## src/rtl/pmix_pkg.sv

```systemverilog
// ----------------------------------------------------------------------------
// pmix_pkg: shared types and constants of the polar to H-bridge mixer
// Field widths, register codes, reset values and the sine table builder.
// ----------------------------------------------------------------------------
package pmix_pkg;

    localparam int C_SPEED_W = 7;
    localparam int C_ANGLE_W = 9;
    localparam int C_DUTY_W  = 8;
    localparam int C_CONE_W  = 6;
    localparam int C_FS_W    = 8;
    localparam int C_CFG_IDX_W = 1;
    localparam int C_CFG_DATA_W = 8;

    localparam int C_SINE_FRACTION_BITS = 16;
    localparam int C_SINE_MAX_W = 25;
    localparam int C_WORK_BITS = 30;
    localparam logic [63:0] C_HALF_PI_Q30 = 64'd1686629713;

    // Drive level times full scale fits 15 bits; divide by 100 via 5243 / 2^19.
    localparam int C_SCALED_W = 15;
    localparam int C_RECIP_W = 13;
    localparam logic [C_RECIP_W-1:0] C_RECIP100 = 13'd5243;
    localparam int C_RECIP_SHIFT = 19;

    localparam logic [C_CONE_W-1:0] C_CONE_RESET = 6'd15;
    localparam logic [C_FS_W-1:0]   C_FS_RESET   = 8'd255;
    localparam logic [6:0]          C_LEVEL_MAX  = 7'd100;

    localparam logic [C_CFG_IDX_W-1:0] C_REG_CONE = 1'b0;
    localparam logic [C_CFG_IDX_W-1:0] C_REG_FS   = 1'b1;

    typedef struct packed {
        logic [C_CONE_W-1:0] cone_half_width;
        logic [C_FS_W-1:0]   pwm_full_scale;
    } t_cfg;

    typedef struct packed {
        logic [C_DUTY_W-1:0] duty_a1;
        logic [C_DUTY_W-1:0] duty_a2;
        logic [C_DUTY_W-1:0] duty_b1;
        logic [C_DUTY_W-1:0] duty_b2;
        logic                moving;
    } t_result;

    typedef logic [C_SINE_MAX_W-1:0] t_sine_tab [0:90];

    // Quarter-wave sine in Q1.fbits from a Taylor series in Q30 arithmetic.
    function automatic t_sine_tab build_sine(input int fbits);
        t_sine_tab          tab;
        logic [63:0]        x;
        logic [63:0]        x2;
        logic [63:0]        term;
        logic [63:0]        acc_u;
        logic signed [63:0] acc;
        int                 sh;
        sh = C_WORK_BITS - fbits;
        for (int k = 0; k <= 90; k++) begin
            x = (64'(k) * C_HALF_PI_Q30 + 64'd45) / 64'd90;
            x2 = (x * x) >> C_WORK_BITS;
            term = x;
            acc = signed'(x);
            for (int n = 1; n <= 8; n++) begin
                term = (term * x2) >> C_WORK_BITS;
                case (n)
                    1: term = term / 64'd6;
                    2: term = term / 64'd20;
                    3: term = term / 64'd42;
                    4: term = term / 64'd72;
                    5: term = term / 64'd110;
                    6: term = term / 64'd156;
                    7: term = term / 64'd210;
                    default: term = term / 64'd272;
                endcase
                if (n[0]) begin
                    acc = acc - signed'(term);
                end else begin
                    acc = acc + signed'(term);
                end
            end
            if (acc < 0) begin
                acc = 0;
            end
            if (acc > (64'sd1 <<< C_WORK_BITS)) begin
                acc = 64'sd1 <<< C_WORK_BITS;
            end
            acc_u = unsigned'(acc) + (64'd1 << (sh - 1));
            tab[k] = C_SINE_MAX_W'(acc_u >> sh);
        end
        return tab;
    endfunction

endpackage

```

## src/rtl/pmix_ifs.sv

```systemverilog
// ----------------------------------------------------------------------------
// pmix_ifs: handshake channels of the polar to H-bridge mixer
// Command input, duty result output and register write channels.
// ----------------------------------------------------------------------------
interface pmix_in_if;
    import pmix_pkg::*;
    logic                 valid;
    logic                 ready;
    logic [C_SPEED_W-1:0] speed;
    logic [C_ANGLE_W-1:0] angle;
    modport source (output valid, output speed, output angle, input ready);
    modport sink (input valid, input speed, input angle, output ready);
endinterface

interface pmix_out_if;
    import pmix_pkg::*;
    logic                valid;
    logic                ready;
    logic [C_DUTY_W-1:0] duty_a1;
    logic [C_DUTY_W-1:0] duty_a2;
    logic [C_DUTY_W-1:0] duty_b1;
    logic [C_DUTY_W-1:0] duty_b2;
    logic                moving;
    modport source (output valid, output duty_a1, output duty_a2, output duty_b1,
                    output duty_b2, output moving, input ready);
    modport sink (input valid, input duty_a1, input duty_a2, input duty_b1,
                  input duty_b2, input moving, output ready);
endinterface

interface pmix_cfg_if;
    import pmix_pkg::*;
    logic                    valid;
    logic                    ready;
    logic [C_CFG_IDX_W-1:0]  index;
    logic [C_CFG_DATA_W-1:0] data;
    modport source (output valid, output index, output data, input ready);
    modport sink (input valid, input index, input data, output ready);
endinterface

```

## src/rtl/pmix_mul.sv

```systemverilog
// ----------------------------------------------------------------------------
// pmix_mul: shared unsigned multiplier with registered product
// The product register loads only when the sequencer issues an operation.
// ----------------------------------------------------------------------------
module pmix_mul #(
    parameter int AW = 15,
    parameter int BW = 17
) (
    input  logic             i_clk,
    input  logic             i_en,
    input  logic [AW-1:0]    i_a,
    input  logic [BW-1:0]    i_b,
    output logic [AW+BW-1:0] o_p
);
    logic [AW+BW-1:0] r_p;

    always_ff @(posedge i_clk) begin
        if (i_en) begin
            r_p <= (AW+BW)'(i_a) * (AW+BW)'(i_b);
        end
    end

    assign o_p = r_p;
endmodule

```

## src/rtl/pmix_core.sv

```systemverilog
// ----------------------------------------------------------------------------
// pmix_core: sequencer and datapath of the polar to H-bridge mixer
// Runs trig products, scaling and divide-by-100 through one multiplier.
// ----------------------------------------------------------------------------
module pmix_core #(
    parameter int SINE_FRACTION_BITS = pmix_pkg::C_SINE_FRACTION_BITS
) (
    input  logic                          i_clk,
    input  logic                          i_rst_n,
    input  pmix_pkg::t_cfg                i_cfg,
    input  logic                          i_in_valid,
    output logic                          o_in_ready,
    input  logic [pmix_pkg::C_SPEED_W-1:0] i_speed,
    input  logic [pmix_pkg::C_ANGLE_W-1:0] i_angle,
    output logic                          o_res_valid,
    input  logic                          i_res_ready,
    output pmix_pkg::t_result             o_res
);
    import pmix_pkg::*;

    localparam int SW = SINE_FRACTION_BITS + 1;
    localparam int BW = (SW > C_RECIP_W) ? SW : C_RECIP_W;
    localparam int AW = C_SCALED_W;
    localparam int PW = AW + BW;
    localparam t_sine_tab C_SINE = build_sine(SINE_FRACTION_BITS);

    typedef enum logic [2:0] {
        S_IDLE,
        S_MUL_F,
        S_MUL_T,
        S_SCALE_B,
        S_RECIP_B,
        S_SCALE_O,
        S_RECIP_O,
        S_WRITE
    } t_state;

    t_state               r_state;
    logic [C_SPEED_W-1:0] r_speed;
    logic [6:0]           r_idx_f;
    logic [6:0]           r_idx_t;
    logic                 r_neg_f;
    logic                 r_neg_t;
    logic                 r_cone_fwd;
    logic                 r_cone_rev;
    logic                 r_stop;
    logic [6:0]           r_fm;
    logic [6:0]           r_tm;
    logic [C_DUTY_W-1:0]  r_both;
    logic [C_DUTY_W-1:0]  r_held [4];
    logic [C_DUTY_W-1:0]  n_held [4];

    logic [C_ANGLE_W-1:0] ang_mod;
    logic [6:0]           idx_f;
    logic [6:0]           idx_t;
    logic                 neg_f;
    logic                 neg_t;
    logic [9:0]           ang10;
    logic [9:0]           cone10;
    logic                 cone_fwd;
    logic                 cone_rev;

    logic                 mul_en;
    logic [AW-1:0]        mul_a;
    logic [BW-1:0]        mul_b;
    logic [PW-1:0]        prod;
    logic [6:0]           trig;
    logic [7:0]           sum_b;
    logic [6:0]           lvl_b;
    logic [6:0]           lvl_o;
    logic [C_DUTY_W-1:0]  scaled;
    logic                 f_pos;
    logic                 f_neg;
    logic                 t_pos;
    logic                 t_neg;

    pmix_mul #(.AW(AW), .BW(BW)) u_mul (
        .i_clk (i_clk),
        .i_en  (mul_en),
        .i_a   (mul_a),
        .i_b   (mul_b),
        .o_p   (prod)
    );

    // Fold the angle into a quadrant and pick the table indices and signs.
    always_comb begin
        ang_mod = (i_angle >= 9'd360) ? i_angle - 9'd360 : i_angle;
        if (ang_mod < 9'd90) begin
            idx_f = 7'(ang_mod);
            idx_t = 7'(9'd90 - ang_mod);
            neg_f = 1'b0;
            neg_t = 1'b0;
        end else if (ang_mod < 9'd180) begin
            idx_f = 7'(9'd180 - ang_mod);
            idx_t = 7'(ang_mod - 9'd90);
            neg_f = 1'b0;
            neg_t = 1'b1;
        end else if (ang_mod < 9'd270) begin
            idx_f = 7'(ang_mod - 9'd180);
            idx_t = 7'(9'd270 - ang_mod);
            neg_f = 1'b1;
            neg_t = 1'b1;
        end else begin
            idx_f = 7'(9'd360 - ang_mod);
            idx_t = 7'(ang_mod - 9'd270);
            neg_f = 1'b1;
            neg_t = 1'b0;
        end
    end

    // The cone tests use the raw angle, not the folded one.
    assign ang10    = {1'b0, i_angle};
    assign cone10   = 10'(i_cfg.cone_half_width);
    assign cone_fwd = (ang10 <= cone10) || (ang10 >= 10'd360 - cone10);
    assign cone_rev = (ang10 >= 10'd180 - cone10) && (ang10 <= 10'd180 + cone10);

    assign trig   = prod[SINE_FRACTION_BITS +: 7];
    assign sum_b  = {1'b0, r_fm} + {1'b0, trig};
    assign lvl_b  = (sum_b > 8'(C_LEVEL_MAX)) ? C_LEVEL_MAX : sum_b[6:0];
    assign lvl_o  = (r_fm > C_LEVEL_MAX) ? C_LEVEL_MAX : r_fm;
    assign scaled = prod[C_RECIP_SHIFT +: C_DUTY_W];

    always_comb begin
        mul_en = 1'b1;
        mul_a  = '0;
        mul_b  = '0;
        case (r_state)
            S_MUL_F: begin
                mul_a = AW'(r_speed);
                mul_b = BW'(C_SINE[r_idx_f][SW-1:0]);
            end
            S_MUL_T: begin
                mul_a = AW'(r_speed);
                mul_b = BW'(C_SINE[r_idx_t][SW-1:0]);
            end
            S_SCALE_B: begin
                mul_a = AW'(lvl_b);
                mul_b = BW'(i_cfg.pwm_full_scale);
            end
            S_SCALE_O: begin
                mul_a = AW'(lvl_o);
                mul_b = BW'(i_cfg.pwm_full_scale);
            end
            S_RECIP_B, S_RECIP_O: begin
                mul_a = prod[AW-1:0];
                mul_b = BW'(C_RECIP100);
            end
            default: begin
                mul_en = 1'b0;
            end
        endcase
    end

    // In the write state the product holds the single-side duty.
    assign f_pos = !r_neg_f && (r_fm != 7'd0);
    assign f_neg = r_neg_f && (r_fm != 7'd0);
    assign t_pos = !r_neg_t && (r_tm != 7'd0);
    assign t_neg = r_neg_t && (r_tm != 7'd0);

    always_comb begin
        for (int i = 0; i < 4; i++) begin
            n_held[i] = r_held[i];
        end
        if (r_stop) begin
            for (int i = 0; i < 4; i++) begin
                n_held[i] = '0;
            end
        end else if (r_cone_fwd) begin
            n_held[0] = '0;
            n_held[1] = r_both;
            n_held[2] = r_both;
            n_held[3] = '0;
        end else if (r_cone_rev) begin
            n_held[0] = r_both;
            n_held[1] = '0;
            n_held[2] = '0;
            n_held[3] = r_both;
        end else if (f_neg && t_pos) begin
            n_held[0] = r_both;
            n_held[1] = '0;
            n_held[2] = scaled;
            n_held[3] = '0;
        end else if (f_neg && t_neg) begin
            n_held[0] = scaled;
            n_held[1] = '0;
            n_held[2] = r_both;
            n_held[3] = '0;
        end else if (f_pos && t_pos) begin
            n_held[0] = '0;
            n_held[1] = r_both;
            n_held[2] = '0;
            n_held[3] = scaled;
        end else if (f_pos && t_neg) begin
            n_held[0] = '0;
            n_held[1] = scaled;
            n_held[2] = '0;
            n_held[3] = r_both;
        end
    end

    always_ff @(posedge i_clk) begin
        if (!i_rst_n) begin
            r_state <= S_IDLE;
            for (int i = 0; i < 4; i++) begin
                r_held[i] <= '0;
            end
        end else begin
            case (r_state)
                S_IDLE: begin
                    if (i_in_valid) begin
                        r_speed    <= i_speed;
                        r_idx_f    <= idx_f;
                        r_idx_t    <= idx_t;
                        r_neg_f    <= neg_f;
                        r_neg_t    <= neg_t;
                        r_cone_fwd <= cone_fwd;
                        r_cone_rev <= cone_rev;
                        r_stop     <= (i_speed == '0);
                        r_state    <= (i_speed == '0) ? S_WRITE : S_MUL_F;
                    end
                end
                S_MUL_F: begin
                    r_state <= S_MUL_T;
                end
                S_MUL_T: begin
                    r_fm    <= trig;
                    r_state <= S_SCALE_B;
                end
                S_SCALE_B: begin
                    r_tm    <= trig;
                    r_state <= S_RECIP_B;
                end
                S_RECIP_B: begin
                    r_state <= S_SCALE_O;
                end
                S_SCALE_O: begin
                    r_both  <= scaled;
                    r_state <= S_RECIP_O;
                end
                S_RECIP_O: begin
                    r_state <= S_WRITE;
                end
                S_WRITE: begin
                    if (i_res_ready) begin
                        for (int i = 0; i < 4; i++) begin
                            r_held[i] <= n_held[i];
                        end
                        r_state <= S_IDLE;
                    end
                end
                default: begin
                    r_state <= S_IDLE;
                end
            endcase
        end
    end

    assign o_in_ready    = (r_state == S_IDLE);
    assign o_res_valid   = (r_state == S_WRITE);
    assign o_res.duty_a1 = n_held[0];
    assign o_res.duty_a2 = n_held[1];
    assign o_res.duty_b1 = n_held[2];
    assign o_res.duty_b2 = n_held[3];
    assign o_res.moving  = !r_stop;
endmodule

```

## src/rtl/polar_to_hbridge_pwm_mixer.sv

```systemverilog
// ----------------------------------------------------------------------------
// polar_to_hbridge_pwm_mixer: joystick speed and angle to four H-bridge duties
// Holds the registers, the result register and the mixing core.
// ----------------------------------------------------------------------------
// Sequence: a moving command steps through S_MUL_F, S_MUL_T, S_SCALE_B,
// S_RECIP_B, S_SCALE_O and S_RECIP_O to S_WRITE, a stop command straight to
// S_WRITE. The six operations share the single multiplier, so no new command
// is taken until S_WRITE hands the last one to the result register.
// Reset: synchronous, active low; held duties clear, registers return to
// cone 15 and full scale 255.
module polar_to_hbridge_pwm_mixer #(
    parameter int SINE_FRACTION_BITS = pmix_pkg::C_SINE_FRACTION_BITS
) (
    input logic        i_clk,
    input logic        i_rst_n,
    pmix_in_if.sink    i_in,
    pmix_out_if.source o_out,
    pmix_cfg_if.sink   i_cfg
);
    import pmix_pkg::*;

    t_cfg    r_cfg;
    t_result r_out;
    logic    r_out_valid;
    t_result core_res;
    logic    core_valid;
    logic    slot_ready;
    logic    core_in_ready;

    assign i_cfg.ready = 1'b1;

    always_ff @(posedge i_clk) begin
        if (!i_rst_n) begin
            r_cfg.cone_half_width <= C_CONE_RESET;
            r_cfg.pwm_full_scale  <= C_FS_RESET;
        end else if (i_cfg.valid) begin
            case (i_cfg.index)
                C_REG_CONE: r_cfg.cone_half_width <= i_cfg.data[C_CONE_W-1:0];
                C_REG_FS:   r_cfg.pwm_full_scale  <= i_cfg.data[C_FS_W-1:0];
                default: begin
                end
            endcase
        end
    end

    pmix_core #(.SINE_FRACTION_BITS(SINE_FRACTION_BITS)) u_core (
        .i_clk       (i_clk),
        .i_rst_n     (i_rst_n),
        .i_cfg       (r_cfg),
        .i_in_valid  (i_in.valid),
        .o_in_ready  (core_in_ready),
        .i_speed     (i_in.speed),
        .i_angle     (i_in.angle),
        .o_res_valid (core_valid),
        .i_res_ready (slot_ready),
        .o_res       (core_res)
    );

    assign i_in.ready = core_in_ready;

    // The core hands over a word only when the result register is empty or being drained.
    assign slot_ready = !r_out_valid || o_out.ready;

    always_ff @(posedge i_clk) begin
        if (!i_rst_n) begin
            r_out_valid <= 1'b0;
        end else if (slot_ready) begin
            r_out_valid <= core_valid;
        end
    end

    always_ff @(posedge i_clk) begin
        if (slot_ready && core_valid) begin
            r_out <= core_res;
        end
    end

    assign o_out.valid   = r_out_valid;
    assign o_out.duty_a1 = r_out.duty_a1;
    assign o_out.duty_a2 = r_out.duty_a2;
    assign o_out.duty_b1 = r_out.duty_b1;
    assign o_out.duty_b2 = r_out.duty_b2;
    assign o_out.moving  = r_out.moving;

    a_stop_zero: assert property (@(posedge i_clk) disable iff (!i_rst_n)
        r_out_valid && !r_out.moving |->
            (r_out.duty_a1 == '0) && (r_out.duty_a2 == '0) &&
            (r_out.duty_b1 == '0) && (r_out.duty_b2 == '0))
        else $error("stopped word carries a nonzero duty");

    a_busy_after_accept: assert property (@(posedge i_clk) disable iff (!i_rst_n)
        i_in.valid && i_in.ready |=> !i_in.ready)
        else $error("core ready again right after accepting a word");

    a_core_holds: assert property (@(posedge i_clk) disable iff (!i_rst_n)
        core_valid && !slot_ready |=> core_valid)
        else $error("core dropped a word while the result register was full");
endmodule
```

## src/flat_wrapper.sv

```systemverilog
// flat-port wrapper written by rule: the top's interface ports become plain ports
module polar_to_hbridge_pwm_mixer_flat import pmix_pkg::*;
#(
    parameter int SINE_FRACTION_BITS = pmix_pkg::C_SINE_FRACTION_BITS
)
  (i_clk, i_rst_n, i_in_valid, i_in_speed, i_in_angle, i_in_ready, o_out_valid, o_out_duty_a1, o_out_duty_a2, o_out_duty_b1, o_out_duty_b2, o_out_moving, o_out_ready, i_cfg_valid, i_cfg_index, i_cfg_data, i_cfg_ready);
  pmix_in_if i_in_i ();
  pmix_out_if o_out_i ();
  pmix_cfg_if i_cfg_i ();
  input logic i_clk;
  input logic i_rst_n;
  input wire logic [$bits(i_in_i.valid)-1:0] i_in_valid;
  input wire logic [$bits(i_in_i.speed)-1:0] i_in_speed;
  input wire logic [$bits(i_in_i.angle)-1:0] i_in_angle;
  output wire logic [$bits(i_in_i.ready)-1:0] i_in_ready;
  output wire logic [$bits(o_out_i.valid)-1:0] o_out_valid;
  output wire logic [$bits(o_out_i.duty_a1)-1:0] o_out_duty_a1;
  output wire logic [$bits(o_out_i.duty_a2)-1:0] o_out_duty_a2;
  output wire logic [$bits(o_out_i.duty_b1)-1:0] o_out_duty_b1;
  output wire logic [$bits(o_out_i.duty_b2)-1:0] o_out_duty_b2;
  output wire logic [$bits(o_out_i.moving)-1:0] o_out_moving;
  input wire logic [$bits(o_out_i.ready)-1:0] o_out_ready;
  input wire logic [$bits(i_cfg_i.valid)-1:0] i_cfg_valid;
  input wire logic [$bits(i_cfg_i.index)-1:0] i_cfg_index;
  input wire logic [$bits(i_cfg_i.data)-1:0] i_cfg_data;
  output wire logic [$bits(i_cfg_i.ready)-1:0] i_cfg_ready;
  assign i_in_i.valid = i_in_valid;
  assign i_in_i.speed = i_in_speed;
  assign i_in_i.angle = i_in_angle;
  assign i_in_ready = i_in_i.ready;
  assign o_out_valid = o_out_i.valid;
  assign o_out_duty_a1 = o_out_i.duty_a1;
  assign o_out_duty_a2 = o_out_i.duty_a2;
  assign o_out_duty_b1 = o_out_i.duty_b1;
  assign o_out_duty_b2 = o_out_i.duty_b2;
  assign o_out_moving = o_out_i.moving;
  assign o_out_i.ready = o_out_ready;
  assign i_cfg_i.valid = i_cfg_valid;
  assign i_cfg_i.index = i_cfg_index;
  assign i_cfg_i.data = i_cfg_data;
  assign i_cfg_ready = i_cfg_i.ready;
  polar_to_hbridge_pwm_mixer #(.SINE_FRACTION_BITS(SINE_FRACTION_BITS)) u_core (.i_clk(i_clk), .i_rst_n(i_rst_n), .i_in(i_in_i), .o_out(o_out_i), .i_cfg(i_cfg_i));
endmodule
```

## config.mk

```make
export PLATFORM = sky130hd
export DESIGN_NAME = polar_to_hbridge_pwm_mixer_flat
export DESIGN_NICKNAME = d
export VERILOG_FILES = /design/src/rtl/pmix_pkg.sv /design/src/rtl/pmix_ifs.sv /design/src/rtl/pmix_mul.sv /design/src/rtl/pmix_core.sv /design/src/rtl/polar_to_hbridge_pwm_mixer.sv /design/src/flat_wrapper.sv
export SDC_FILE = /design/constraint.sdc
export NUM_CORES = 1
export LEC_CHECK = 0
export CORE_MARGIN = 1
export CORE_UTILIZATION = 45
export CTS_CLUSTER_DIAMETER = 150
export DETAILED_ROUTE_END_ITERATION = 6
export DONT_BUFFER_PORTS = 1
export HOLD_SLACK_MARGIN = 0.03
export MAX_ROUTING_LAYER = met4
export PLACE_DENSITY = 0.61
export SETUP_SLACK_MARGIN = 0.3
export SYNTH_ARGS = -nofsm -noshare
export SYNTH_HDL_FRONTEND = slang
export SYNTH_SLANG_ARGS = --single-unit
```

## constraint.sdc

```tcl
create_clock -name i_clk -period 7.75 [get_ports i_clk]
set_input_delay 1.9375 -clock i_clk [delete_from_list [all_inputs] [get_ports i_clk]]
set_output_delay 1.9375 -clock i_clk [all_outputs]
set_load 0.01 [all_outputs]
```

==> qor.txt <==
RUN STATUS
--------------------------------------------------------------------------------------
Run status .............................................................. complete, but fails checks
Failing checks .......................................................... negative setup slack

WORST SETUP PATH
--------------------------------------------------------------------------------------
Most used cell, CP ...................................................... sky130_fd_sc_hd__fa_1
Critical Path Slowest Stage Cell ........................................ sky130_fd_sc_hd__fa_1
Data required, critical path ............................................      7.96 ns
Reg2reg start ........................................................... u_core.u_core.r_fm[0]
Worst path arrival time .................................................      8.24 ns
Setup crit start kind ...................................................         flop
Critical path capture point type ........................................         flop
Setup slack of the worst register-to-register path ......................     -0.28 ns
Worst setup path class ..................................................      reg2reg
Worst reg2reg endpoint .................................................. u_core.u_core.u_mul.o_p[26]
Max incr delay on CP ....................................................      0.53 ns
R2R cell count ..........................................................           32
Largest fanout on the critical path .....................................            8

STA
--------------------------------------------------------------------------------------
Max Transition Viols Final ..............................................            0
Skew final ..............................................................   0.00996 ns
Post-layout worst setup margin ..........................................    -0.279 ns
Tightest Pin Transition .................................................     0.997 ns
Minimum clock period ....................................................      8.03 ns
Number of setup violations in the final report ..........................            8
Period Utilization, post-route ..........................................         104%
Total negative setup slack ..............................................     -1.28 ns
Slew HR .................................................................        33.5%
Worst hold margin .......................................................     0.495 ns
Hold Fails Final Rpt ....................................................            0
Unrepaired setup endpoints after global routing .........................         true
Achievable clock frequency ..............................................      125 MHz

POWER
--------------------------------------------------------------------------------------
Sum of internal, switching and leakage power ............................      5.43 mW
IR Drop Worst-Case VDD ..................................................   0.000180 V
PD cells ................................................................   219 nW/µm²
Leakage power ...........................................................      11.0 nW

CLOCK TREE
--------------------------------------------------------------------------------------
Number of H-tree levels .................................................            4
Clock buffer count from CTS .............................................           17
Clock latency reported for the late side of the worst-skew pair .........      0.47 ns
TritonCTS clock tree ....................................................         done
Number of clock sinks ...................................................          156
Clock root buffer ....................................................... sky130_fd_sc_hd__clkbuf_16
Deepest clock path buffer count .........................................            2
Post-cts hold buffer count ..............................................            0
Clock slew at reported path FFs .........................................      0.08 ns

FLOORPLANNING
--------------------------------------------------------------------------------------
Rows ....................................................................           76
Area inside the core boundary ...........................................   43,500 µm²
Die H ...................................................................       213 µm
Number of primary I/O pins ..............................................           66
Area of the die .........................................................   45,400 µm²
X dimension of the die ..................................................       213 µm
Initial Util ............................................................        46.1%

HOLD PATH
--------------------------------------------------------------------------------------
Hold path startpoint .................................................... u_core.r_cfg[3]
Class of the tightest hold or removal check .............................      reg2reg
Worst Hold Depth ........................................................            2
Worst hold endpoint ..................................................... u_core.r_cfg[3]

SYNTHESIS
--------------------------------------------------------------------------------------
Sequential area share after synthesis ...................................        22.5%
Number of instances in the synthesized netlist ..........................        2,334
Flip-flop cell with the highest count after synthesis ................... sky130_fd_sc_hd__edfxtp_1
Post-synthesis average cell area ........................................     8.59 µm²
Flop and latch count out of synthesis ...................................          156
Unique cell type count in the Yosys netlist .............................           97
Asr flop ratio synth ....................................................           0%
Number of synthesized flops with an enable pin ..........................          138
Yosys warning total .....................................................            0
Netlist area before placement ...........................................   20,000 µm²

FINAL LAYOUT
--------------------------------------------------------------------------------------
Layout Cell Area excl Fill ..............................................   24,800 µm²
FF+latch area ...........................................................     4500 µm²
ANT cells ...............................................................            0
Ratio of cells with drive above 1 in the final layout ...................        21.7%
Total number of nets in the final design ................................        3,012
Post-Layout Cell Count ..................................................        3,253
Area occupied by multi-input gates ......................................   14,700 µm²
Utilization after layout ................................................        57.1%
Area Growth Syn to Fin ..................................................        23.7%
Final-layout fill cell count ............................................        3,902

ROUTING
--------------------------------------------------------------------------------------
Routed vias .............................................................       18,400
Remaining DRCs ..........................................................            0
Routed len/inst .........................................................      20.6 µm
TritonRoute pass-1 iters ................................................            5
Antenna Violating Nets Remaining ........................................            0
Detailed Route Iter0 Violations .........................................        1,412
Routed via count divided by cell count ..................................         5.66
Routed Wire Length ......................................................    66,900 µm

PLACEMENT
--------------------------------------------------------------------------------------
Placed insts ............................................................        3,199
DPL Wire Length .........................................................    53,200 µm
Placed instance area ....................................................   23,500 µm²
DP Worst Slack ..........................................................    -0.816 ns
Count of input and output buffers .......................................            0
Weighted congestion reported at the end of routability-driven placement .        0.972

GLOBAL ROUTE
--------------------------------------------------------------------------------------
Residual overflow from global routing ...................................            0
Pin count of the biggest net entering global routing ....................           45
Peak-usage layer in the global routing report ...........................         met2
Number of global-route vias before repair ...............................       18,700
Met2 usage in global routing ............................................        51.4%
Met1 Resource Use GR ....................................................        40.0%
Global-route wire length before repair ..................................   106,000 µm
Global-route track usage on met3 ........................................        4.50%
Global routing usage summed across all routing layers ...................        31.5%
Antenna violations before repair ........................................            1

JOB
--------------------------------------------------------------------------------------
Number of max-cap violations ............................................            0

[cell usage after synthesis, drive strengths merged, types with 6 or more instances]
cell | instances | area [µm²]
inv | 280 | 1050
nand2 | 239 | 900
nor2 | 212 | 796
fa | 186 | 3720
a21oi | 182 | 922
o21ai | 145 | 737
ha | 141 | 1760
edfxtp | 138 | 4140
clkbuf | 79 | 297
nor3 | 59 | 312
buf | 57 | 289
nand3 | 47 | 235
and2 | 46 | 288
xnor2 | 42 | 387
nand2b | 39 | 244
o211ai | 32 | 245
a311oi | 29 | 260
mux2i | 29 | 290
nor2b | 29 | 181
a21o | 28 | 210
a211oi | 24 | 180
a31oi | 22 | 183
dfxtp | 18 | 360
or2 | 17 | 106
o21a | 16 | 128
o22ai | 15 | 93.8
o31ai | 14 | 120
mux4 | 12 | 270
a22oi | 11 | 82.6
and3 | 11 | 68.8
xor2 | 11 | 96.3
a221oi | 8 | 88.8
a22o | 8 | 70.1
clkinv | 8 | 31.3
mux2 | 6 | 75.1
nand3b | 6 | 45.0
o311ai | 6 | 52.6
or3 | 6 | 37.5
[how the worst max path moves through the flow]
stage / endpoint / slack [ns] / cells after the start / startpoint
final: u_core.u_core.u_mul.o_p[26] / -0.28 / 32 / u_core.u_core.r_fm[0]
after detailed placement: u_core.u_core.u_mul.o_p[26] / -0.82 / 33 / u_core.u_core.r_idx_f[0]
after floorplan: u_core.u_core.u_mul.o_p[25] / 0.04 / 34 / u_core.u_core.r_idx_f[0]
after global placement: u_core.u_core.u_mul.o_p[26] / -0.75 / 33 / u_core.u_core.r_idx_f[0]
after CTS: u_core.u_core.u_mul.o_p[25] / -0.30 / 35 / u_core.u_core.r_fm[0]
after global routing: u_core.u_core.u_mul.o_p[25] / -0.69 / 33 / u_core.u_core.r_fm[0]
[sequential cells by signal, indices dropped and copies added (netlist names)]
register                  cells
u_core.u_core.r_held         32
u_core.u_core.r_both          8
u_core.u_core.r_neg_f         1
u_core.u_core.r_cone_rev      1
u_core.u_core.r_tm            7
u_core.u_core.r_speed         7
u_core.o_out.duty_b1          8
u_core.u_core.r_state         3
u_core.o_out.duty_a2          8
u_core.u_core.r_idx_t         6
u_core.o_out.duty_a1          8
u_core.u_core.r_neg_t         1
u_core.u_core.r_idx_f         7
u_core.o_out.moving           1
u_core.u_core.r_stop          1
u_core.u_core.r_cone_fwd      1
u_core.u_core.r_fm            7
u_core.r_cfg                 14
u_core.o_out.duty_b2          8
u_core.u_core.u_mul.o_p      26
u_core.o_out.valid            1
[routing by layer]
metal | wire length, µm | vias to the layer above
met3 | 4130 | 122
li1 | - | 8617
met4 | 2120 | 0
met2 | 32200 | 656
met5 | 0 | -
met1 | 28500 | 9001
[cell type report]
| class | count | area share [%] |
|---|---|---|
| multi-input cells | 1811 | 59.4 |
| inverters | 288 | 4.39 |
| repair buffers | 381 | 12.6 |
| well taps | 585 | 2.95 |
| flip-flops and latches | 156 | 18.2 |
| clock buffers | 17 | 1.72 |
| clock inverters | 15 | 0.772 |
[worst max-delay path: cells and delay by family (launching register included)]
kind	cells	cell delay [ns]
AOI/OAI and AO/OA	11	2.12
xor gates and xnor gates	1	0.13
adders and majority gates	9	3.67
buffers and inverters	5	0.36
DFF	1	0.37
and+or+nand+nor	6	1.10
[what timing repair did]
item,4_1_cts,5_1_grt
pin swaps,14,23
gates resized for setup,77,48
buffers inserted,12,9
setup endpoints to repair,13,15
gates cloned,1,0
[power by group]
| group | internal [mW] | leakage (nW) | total [mW] | switching, mW |
|---|---|---|---|---|
| clock network | 0.438 | 0.291 | 0.874 | 0.436 |
| registers | 1.10 | 1.46 | 1.20 | 0.107 |
| logic | 1.56 | 9.29 | 3.35 | 1.79 |
[cell usage in the layout, fill, tap and decap left out, types with 27 or more instances in the layout]
| cell | count |
|---|---|
| sky130_fd_sc_hd__a21o_1 | 28 |
| sky130_fd_sc_hd__a21oi_1 | 167 |
| sky130_fd_sc_hd__a311oi_1 | 27 |
| sky130_fd_sc_hd__and2_1 | 44 |
| sky130_fd_sc_hd__buf_4 | 351 |
| sky130_fd_sc_hd__conb_1 | 59 |
| sky130_fd_sc_hd__edfxtp_1 | 138 |
| sky130_fd_sc_hd__fa_1 | 183 |
| sky130_fd_sc_hd__ha_1 | 120 |
| sky130_fd_sc_hd__inv_1 | 266 |
| sky130_fd_sc_hd__mux2i_1 | 29 |
| sky130_fd_sc_hd__nand2_1 | 232 |
| sky130_fd_sc_hd__nand2b_1 | 39 |
| sky130_fd_sc_hd__nand3_1 | 47 |
| sky130_fd_sc_hd__nor2_1 | 204 |
| sky130_fd_sc_hd__nor2b_1 | 28 |
| sky130_fd_sc_hd__nor3_1 | 54 |
| sky130_fd_sc_hd__o211ai_1 | 31 |
| sky130_fd_sc_hd__o21ai_0 | 110 |
| sky130_fd_sc_hd__o21ai_1 | 28 |
| sky130_fd_sc_hd__xnor2_1 | 40 |
[logic make-up after synthesis]
group                      count (synthesis)  synth area share (%)
buffers and inverters                    424                  8.33
AOI/OAI and AO/OA                        591                  19.2
xor gates and xnor gates                  53                  2.41
adders and majority gates                329                  27.5
and+or+nand+nor                          732                  16.9
DFF                                      156                  22.5
muxes                                     47                  3.17
other                                      2                0.0375
(Power assumes the default switching activity.)
